[src/rtl/gcl_pkg.sv]
package gcl_pkg;

   // Default operand and result width.
   localparam int DATA_BITS_DEF = 31;

   // Controller states.
   typedef enum logic [2:0] {
      ST_IDLE,
      ST_GCD,
      ST_DIV,
      ST_MUL,
      ST_FINISH
   } state_type;

   // Commands from the controller to the datapath.
   typedef struct packed {
      logic load;       // capture a new operand pair
      logic gcd_step;   // one binary gcd reduction step
      logic div_start;  // latch the gcd and prepare the divider
      logic div_step;   // one restoring divide step
      logic mul_start;  // clear the product accumulator
      logic mul_step;   // one shift and add multiply step
   } cmd_type;

   // Status from the datapath to the controller.
   typedef struct packed {
      logic gcd_done;   // one working value has reached zero
      logic any_zero;   // an operand of the current item is zero
      logic last_step;  // the step counter is on its final step
   } status_type;

endpackage

[src/rtl/gcl_ctrl.sv]
module gcl_ctrl (
   input  logic               clock,
   input  logic               reset,
   input  logic               req_valid,
   output logic               req_ready,
   input  logic               out_free,
   output logic               out_load,
   input  gcl_pkg::status_type status,
   output gcl_pkg::cmd_type    cmd
);
   import gcl_pkg::*;

   state_type state_ff;
   state_type state_in;

   // State register.
   always_ff @(posedge clock) begin
      if (reset) begin
         state_ff <= ST_IDLE;
      end else begin
         state_ff <= state_in;
      end
   end

   // Next state and command decode.
   always_comb begin
      state_in  = state_ff;
      cmd       = '0;
      req_ready = 1'b0;
      out_load  = 1'b0;
      case (state_ff)
         ST_IDLE: begin
            req_ready = 1'b1;
            if (req_valid) begin
               cmd.load = 1'b1;
               state_in = ST_GCD;
            end
         end
         ST_GCD: begin
            if (status.gcd_done) begin
               cmd.div_start = 1'b1;
               // With a zero operand the lcm is zero and no divide is needed.
               state_in = status.any_zero ? ST_FINISH : ST_DIV;
            end else begin
               cmd.gcd_step = 1'b1;
            end
         end
         ST_DIV: begin
            cmd.div_step = 1'b1;
            if (status.last_step) begin
               cmd.mul_start = 1'b1;
               state_in      = ST_MUL;
            end
         end
         ST_MUL: begin
            cmd.mul_step = 1'b1;
            if (status.last_step) begin
               state_in = ST_FINISH;
            end
         end
         ST_FINISH: begin
            if (out_free) begin
               out_load = 1'b1;
               state_in = ST_IDLE;
            end
         end
         default: begin
            state_in = ST_IDLE;
         end
      endcase
   end

endmodule

[src/rtl/gcl_datapath.sv]
module gcl_datapath #(
   parameter int DATA_BITS = gcl_pkg::DATA_BITS_DEF
) (
   input  logic                 clock,
   input  gcl_pkg::cmd_type     cmd,
   output gcl_pkg::status_type  status,
   input  logic [DATA_BITS-1:0] first_operand,
   input  logic [DATA_BITS-1:0] second_operand,
   output logic [DATA_BITS-1:0] gcd_value,
   output logic [DATA_BITS-1:0] lcm_value,
   output logic                 lcm_overflow
);
   import gcl_pkg::*;

   localparam int CNT_W = $clog2(DATA_BITS);
   localparam logic [DATA_BITS-1:0] VAL_MAX = '1;
   localparam logic [CNT_W-1:0] LAST_CNT = CNT_W'(DATA_BITS - 1);

   logic [DATA_BITS-1:0] a_ff, b_ff;
   logic [DATA_BITS-1:0] x_ff, x_in, y_ff, y_in;
   logic [CNT_W-1:0]     k_ff, k_in;
   logic [DATA_BITS-1:0] g_ff, g_in;
   logic [DATA_BITS-1:0] rem_ff, rem_in;
   logic [DATA_BITS-1:0] dq_ff, dq_in;
   logic [DATA_BITS-1:0] acc_ff, acc_in;
   logic                 ovf_ff, ovf_in;
   logic [CNT_W-1:0]     cnt_ff, cnt_in;

   logic [DATA_BITS:0]   rem_shift;
   logic [DATA_BITS:0]   rem_diff;
   logic                 q_bit;
   logic [DATA_BITS+1:0] mul_sum;
   logic [DATA_BITS-1:0] gcd_full;

   // Status toward the controller.
   always_comb begin
      status.gcd_done  = (x_ff == '0) || (y_ff == '0);
      status.any_zero  = (a_ff == '0) || (b_ff == '0);
      status.last_step = (cnt_ff == '0);
   end

   // Once one value is zero the other one carries the odd part of the gcd.
   assign gcd_full = (x_ff | y_ff) << k_ff;

   // Restoring divide of the first operand by the gcd.
   always_comb begin
      rem_shift = {rem_ff, dq_ff[DATA_BITS-1]};
      rem_diff  = rem_shift - {1'b0, g_ff};
      q_bit     = ~rem_diff[DATA_BITS];
   end

   // Shift and add multiply, quotient bits taken from the top.
   assign mul_sum = {1'b0, acc_ff, 1'b0}
                  + (dq_ff[DATA_BITS-1] ? {2'b00, b_ff} : '0);

   // Next values of the working registers.
   always_comb begin
      x_in   = x_ff;
      y_in   = y_ff;
      k_in   = k_ff;
      g_in   = g_ff;
      rem_in = rem_ff;
      dq_in  = dq_ff;
      acc_in = acc_ff;
      ovf_in = ovf_ff;
      cnt_in = cnt_ff;

      if (cmd.load) begin
         x_in = first_operand;
         y_in = second_operand;
         k_in = '0;
      end

      // Binary gcd: strip common twos, strip single twos, subtract odd values.
      if (cmd.gcd_step) begin
         if (!x_ff[0] && !y_ff[0]) begin
            x_in = x_ff >> 1;
            y_in = y_ff >> 1;
            k_in = k_ff + 1'b1;
         end else if (!x_ff[0]) begin
            x_in = x_ff >> 1;
         end else if (!y_ff[0]) begin
            y_in = y_ff >> 1;
         end else if (x_ff >= y_ff) begin
            x_in = x_ff - y_ff;
         end else begin
            y_in = y_ff - x_ff;
         end
      end

      if (cmd.div_start) begin
         g_in   = gcd_full;
         rem_in = '0;
         dq_in  = a_ff;
      end

      if (cmd.div_step) begin
         rem_in = q_bit ? rem_diff[DATA_BITS-1:0] : rem_shift[DATA_BITS-1:0];
         dq_in  = {dq_ff[DATA_BITS-2:0], q_bit};
      end

      if (cmd.mul_step) begin
         acc_in = mul_sum[DATA_BITS-1:0];
         // The running product never shrinks, so the flag is sticky.
         if (mul_sum[DATA_BITS+1:DATA_BITS] != 2'b00) begin
            ovf_in = 1'b1;
         end
         dq_in = dq_ff << 1;
      end

      if (cmd.mul_start) begin
         acc_in = '0;
         ovf_in = 1'b0;
      end

      // One counter paces both the divide and the multiply.
      if (cmd.div_start || cmd.mul_start) begin
         cnt_in = LAST_CNT;
      end else if (cmd.div_step || cmd.mul_step) begin
         cnt_in = cnt_ff - 1'b1;
      end
   end

   // Working registers.
   always_ff @(posedge clock) begin
      if (cmd.load) begin
         a_ff <= first_operand;
         b_ff <= second_operand;
      end
      x_ff   <= x_in;
      y_ff   <= y_in;
      k_ff   <= k_in;
      g_ff   <= g_in;
      rem_ff <= rem_in;
      dq_ff  <= dq_in;
      acc_ff <= acc_in;
      ovf_ff <= ovf_in;
      cnt_ff <= cnt_in;
   end

   // Result selection.
   always_comb begin
      gcd_value = g_ff;
      if (status.any_zero) begin
         lcm_value    = '0;
         lcm_overflow = 1'b0;
      end else begin
         lcm_value    = ovf_ff ? VAL_MAX : acc_ff;
         lcm_overflow = ovf_ff;
      end
   end

endmodule

[src/rtl/gcd_lcm_unit_top.sv]
// Greatest common divisor and least common multiple of two unsigned operands.
//
// Input channel req_*: one transfer carries both operands. Result channel rsp_*:
// one transfer per input with the gcd, the lcm (saturated to all ones) and an
// overflow flag. A zero operand gives the other operand as gcd and a zero lcm.
//
// Steps from the input transfer to rsp_tvalid: binary gcd steps (none with a
// zero operand), latching the gcd, a restoring divide (lcm quotient a/gcd), a
// shift and add multiply by b, then loading the result register. The gcd,
// divide and multiply share one datapath. With a zero operand the divide and
// multiply are skipped. One item is worked on at a time and the input reopens
// in the cycle after the result register is loaded.
//
// Reset returns the controller to idle and empties the result register. A
// stalled receiver does not stop the next item from being taken and computed,
// but that item waits at the end of its computation until the held result has
// been transferred.
module gcd_lcm_unit_top #(
   parameter int DATA_BITS = gcl_pkg::DATA_BITS_DEF
) (
   input  logic clock,
   input  logic reset,
   input  logic req_tvalid,
   output logic req_tready,
   // first_operand, second_operand
   input  logic [((2*DATA_BITS+7)/8)*8-1:0] req_tdata,
   output logic rsp_tvalid,
   input  logic rsp_tready,
   // gcd_value, lcm_value, lcm_overflow
   output logic [((2*DATA_BITS+8)/8)*8-1:0] rsp_tdata
);
   import gcl_pkg::*;

   localparam int OUT_W = ((2*DATA_BITS+8)/8)*8;

   cmd_type              cmd;
   status_type           status;
   logic                 out_free;
   logic                 out_load;
   logic [DATA_BITS-1:0] gcd_value;
   logic [DATA_BITS-1:0] lcm_value;
   logic                 lcm_overflow;

   logic                 rsp_valid_ff, rsp_valid_in;
   logic [DATA_BITS-1:0] rsp_gcd_ff, rsp_lcm_ff;
   logic                 rsp_ovf_ff;

   gcl_ctrl u_ctrl (
      .clock     (clock),
      .reset     (reset),
      .req_valid (req_tvalid),
      .req_ready (req_tready),
      .out_free  (out_free),
      .out_load  (out_load),
      .status    (status),
      .cmd       (cmd)
   );

   gcl_datapath #(
      .DATA_BITS (DATA_BITS)
   ) u_datapath (
      .clock          (clock),
      .cmd            (cmd),
      .status         (status),
      .first_operand  (req_tdata[DATA_BITS-1:0]),
      .second_operand (req_tdata[2*DATA_BITS-1:DATA_BITS]),
      .gcd_value      (gcd_value),
      .lcm_value      (lcm_value),
      .lcm_overflow   (lcm_overflow)
   );

   // Result register: free when empty or when its content leaves this cycle.
   assign out_free = !rsp_valid_ff || rsp_tready;

   always_comb begin
      rsp_valid_in = rsp_valid_ff;
      if (out_load) begin
         rsp_valid_in = 1'b1;
      end else if (rsp_tready) begin
         rsp_valid_in = 1'b0;
      end
   end

   always_ff @(posedge clock) begin
      if (reset) begin
         rsp_valid_ff <= 1'b0;
      end else begin
         rsp_valid_ff <= rsp_valid_in;
      end
   end

   always_ff @(posedge clock) begin
      if (out_load) begin
         rsp_gcd_ff <= gcd_value;
         rsp_lcm_ff <= lcm_value;
         rsp_ovf_ff <= lcm_overflow;
      end
   end

   assign rsp_tvalid = rsp_valid_ff;
   assign rsp_tdata  = OUT_W'({rsp_ovf_ff, rsp_lcm_ff, rsp_gcd_ff});

   // An accepted item keeps the input closed until its work is done.
   a_busy_after_accept: assert property (@(posedge clock) disable iff (reset)
      (req_tvalid && req_tready) |=> !req_tready)
      else $error("input taken again right after a transfer");

   // A new result never overwrites one that has not been transferred.
   a_no_overwrite: assert property (@(posedge clock) disable iff (reset)
      out_load |-> (!rsp_valid_ff || rsp_tready))
      else $error("result register overwritten while held");

   // An overflowing lcm is reported as the saturated value.
   a_saturate: assert property (@(posedge clock) disable iff (reset)
      (rsp_valid_ff && rsp_ovf_ff) |-> (rsp_lcm_ff == '1))
      else $error("overflow without saturated lcm");

   // A zero gcd means both operands were zero, so the lcm is zero too.
   a_zero_gcd: assert property (@(posedge clock) disable iff (reset)
      (rsp_valid_ff && (rsp_gcd_ff == '0)) |-> ((rsp_lcm_ff == '0) && !rsp_ovf_ff))
      else $error("zero gcd with nonzero lcm");

endmodule

[config.mk]
export PLATFORM = sky130hd
export DESIGN_NAME = gcd_lcm_unit_top
export DESIGN_NICKNAME = d
export VERILOG_FILES = /design/src/rtl/gcl_pkg.sv /design/src/rtl/gcl_ctrl.sv /design/src/rtl/gcl_datapath.sv /design/src/rtl/gcd_lcm_unit_top.sv
export SDC_FILE = /design/constraint.sdc
export NUM_CORES = 1
export LEC_CHECK = 0
export ABC_AREA = 1
export ABC_CLOCK_PERIOD_IN_PS = 11000
export BUFFER_PORTS_ARGS = -buffer_cell sky130_fd_sc_hd__buf_2
export CORE_MARGIN = 5
export CORE_UTILIZATION = 50
export CTS_BUF_LIST = sky130_fd_sc_hd__clkbuf_8
export DETAILED_ROUTE_END_ITERATION = 16
export PLACE_DENSITY = 0.67
export SLEW_MARGIN = 20
export SYNTH_ARGS = -nofsm -noshare
export SYNTH_HDL_FRONTEND = slang
export SYNTH_HIERARCHICAL = 1
export SYNTH_SLANG_ARGS = --single-unit
[constraint.sdc]
create_clock -name clock -period 11 [get_ports clock]
set_input_delay 1.65 -clock clock [delete_from_list [all_inputs] [get_ports clock]]
set_output_delay 1.65 -clock clock [all_outputs]
set_load 0.01 [all_outputs]
==> run summary <==
CP startpoint kind - register
IO Port Bufs - 130
Syn Nets - 3686
RSZ-0062 raised after global routing - no
endpoints failing setup - 0
switch share - 0.532
Max VDD drop - 0.248 mV
CP Capture Type - register
synth warn - 6
worst reg2reg path endpoint - u_datapath/dq_ff[7]
Power Density - 336 nW/um2
Hold Path Class - register to register
clock buffer depth - 3
Pint - 4190 uW
register area share after synthesis - 0.357
worst slew pin tran - 1.07 ns
Synth Instances - 3458
met2 usage - 0.476
Hold Path End - u_datapath/cnt_ff[0]
initial DRC count - 2323
Fin. Hold Viols - 0
placed insts - 4110
WL final - 82100 um
Slew Viols, Final - 0
hold depth - 2
clk root buf - clkbuf_8
Post-layout nets - 3775
Die Y-Extent - 231 um
CTS tree - built
global route overflow - 0
# H-tree levels - 2
dpl hpwl - 63900 um
Critical Path Fanout Max - 37
grt peak-use layer - met2
gpl congestion - 1.05
commonest non-fill, non-tap cell in the layout - nand2_1
clk slew on worst S/H paths - 0.07 ns
post-DR wirelength/cell - 19.5 um
leakage - 0.0130 uW
most frequent cells in the layout - nand2_1, inv_1, a21oi_1
setup bufs post-CTS - 0
R2R setup slack - 5.96 ns
fin worst setup slack - 5.96 ns
CTS buffer count - 57
max_cap viols - 0
share of layout cells above drive strength 1 - 0.0846
final worst-path cycle share - 0.458
Hold-fix buffers, CTS - 0
Die ar. - 53300 um2
clock latency on the worst-skew pair - 0.67 ns
DP Worst Slack - 6.04 ns
FP Rows - 81
worst endpoint required time - 11.32 ns
largest net degree at the start of global routing - 90
first-pass GRT wire length - 124000 um
Comb power frac - 0.635
Max-slew headroom - 0.283
status - complete, no violations
Die W - 231 um
HP Start - u_datapath/cnt_ff[0]
CP arrival - 5.36 ns
All-Layer GR Usage - 0.299
WS Path Type - register to register
Synth cell types - 51
Syn Area/Cell - 7.05 um2
Final min period - 5.04 ns
initial antenna violation count - 4
setup TNS - 0 ns
Post-DRT Antenna Nets - 0
Layout Cells excl Fill - 4219
M1 GR Usage - 0.422
vias in the first global route - 21600
Post-Route Skew - 0.0279 ns
Via density - 5.54
fmax - 198 MHz
Post-CTS Resized - 0
DR vias - 23400
post-synthesis register bit count - 326
Worst R2R Start - u_datapath/x_ff[0]
Area growth syn-to-layout - 9.34%
DR pass1 iterations - 6
Initial Util - 0.501
final hold slack - 0.471 ns
Cell Area, Synth - 24400 um2
clock share of power - 0.132
sequential power share - 0.233
DRC errors left - 0
Psw - 4760 uW
met3 Resource Use GR - 0.0410
# IOs - 134
Core Region - 48600 um2
clock sink count - 326
R2R cell count - 12
-- layer usage --
layer  part of all wire  wire [um]
met3              0.076       6200
met4              0.034       2830
met5                  0          0
met1               0.44      36400
met2               0.45      36700
-- worst max path at each step --
| stage | start | endpoint | slack (ns) | cells past startpoint |
|---|---|---|---|---|
| 2_1_floorplan | rsp_tready | rsp_tvalid | 2.48 | 6 |
| 3_3_place_gp | u_datapath/x_ff[0] | u_datapath/dq_ff[18] | 6.07 | 12 |
| 3_5_place_dp | u_datapath/x_ff[0] | u_datapath/dq_ff[18] | 6.04 | 12 |
| 4_1_cts | u_datapath/x_ff[0] | u_datapath/dq_ff[14] | 6.03 | 12 |
| 5_1_grt | u_datapath/x_ff[0] | u_datapath/dq_ff[17] | 5.83 | 12 |
| 6_report | u_datapath/x_ff[0] | u_datapath/dq_ff[7] | 5.96 | 12 |
-- Yosys cell counts (all sizes together) --
master / number / area share
a21oi: 289 / 0.060
nand4: 47 / 0.012
o41ai: 1 / 0.00036
buf: 28 / 0.0091
nor3: 27 / 0.0055
xor2: 52 / 0.019
nor2: 263 / 0.042
nand2: 954 / 0.15
conb: 1 / 0.00015
o22ai: 4 / 0.0010
xnor2: 17 / 0.0061
mux2i: 23 / 0.0094
edfxtp: 217 / 0.27
nor2b: 1 / 0.00026
a22oi: 30 / 0.0092
a31oi: 8 / 0.0021
o211ai: 8 / 0.0025
ha: 156 / 0.080
o21a: 4 / 0.0012
a21boi: 30 / 0.0092
o21ai: 286 / 0.059
clkbuf: 97 / 0.015
o31ai: 2 / 0.00062
inv: 504 / 0.078
nand3: 193 / 0.041
dfxtp: 109 / 0.089
fa: 4 / 0.0033
o21bai: 37 / 0.011
clkinv: 6 / 0.00092
a21o: 17 / 0.0052
nand3b: 8 / 0.0025
nor4: 25 / 0.0064
and2: 1 / 0.00026
o32ai: 1 / 0.00036
or2: 8 / 0.0021
-- kinds of logic after synthesis --
logic type / after synthesis / share of synthesized area
AOI/OAI and AO/OA: 717 / 0.162
xor gates and xnor gates: 69 / 0.0248
adders and majority gates: 160 / 0.0833
buffers and inverters: 635 / 0.103
DFF: 326 / 0.357
muxes: 23 / 0.00944
other: 1 / 0.000154
and+or+nand+nor: 1527 / 0.261
-- critical path, stage by stage (launching register included) --
cell,delay [ns]
dfxtp_1,0.30
buf_4,0.23
clkinv_1,0.08
buf_4,0.38
nand4_1,0.18
nor4_1,0.63
nand4_1,0.25
o41ai_1,0.26
inv_1,0.26
nor2_4,0.79
inv_1,0.13
nand2_1,0.65
buf_4,0.44
-- sequential cells by signal, summed over array words and instances, names as in the netlist --
register / cells
u_datapath/b_ff: 31
u_datapath/gcd_value: 31
rsp_lcm_ff: 31
u_datapath/a_ff: 31
u_datapath/rem_ff: 31
u_datapath/x_ff: 31
rsp_tvalid: 1
rsp_ovf_ff: 1
u_datapath/cnt_ff: 5
u_datapath/acc_ff: 31
u_ctrl/state_ff: 3
u_datapath/dq_ff: 31
u_datapath/k_ff: 5
u_datapath/y_ff: 31
u_datapath/ovf_ff: 1
rsp_gcd_ff: 31
-- power by group through the flow --
stage	sequential, uW	clock, uW	combinational [uW]
final	2090	1180	5690
after detailed placement	2100	0	5540
after CTS	2080	1210	5560
after global placement	2090	0	5530
after floorplan	2030	0	4050
after global routing	2130	1270	6290
-- per-stage QoR --
| step | area [um2] | total power [uW] | utilization |
|---|---|---|---|
| 2_1_floorplan | 24400 | 6080 | - |
| 3_3_place_gp | 25500 | 7620 | 0.524 |
| 3_5_place_dp | 25500 | 7630 | 0.524 |
| 4_1_cts | 26700 | 8850 | 0.548 |
| 5_1_grt | 26700 | 9690 | 0.548 |
| 6_report | 26700 | 8960 | 0.548 |
-- layout make-up --
class	count	area, um2
flip-flops and latches	326	8700
well taps	622	778
inverters	510	1910
clock buffers	61	840
clock inverters	45	354
diodes	3	7.51
multi-input cells	2497	13200
repair buffers	155	838
fillers	4942	22000
Power figures use the tool's default switching activity.
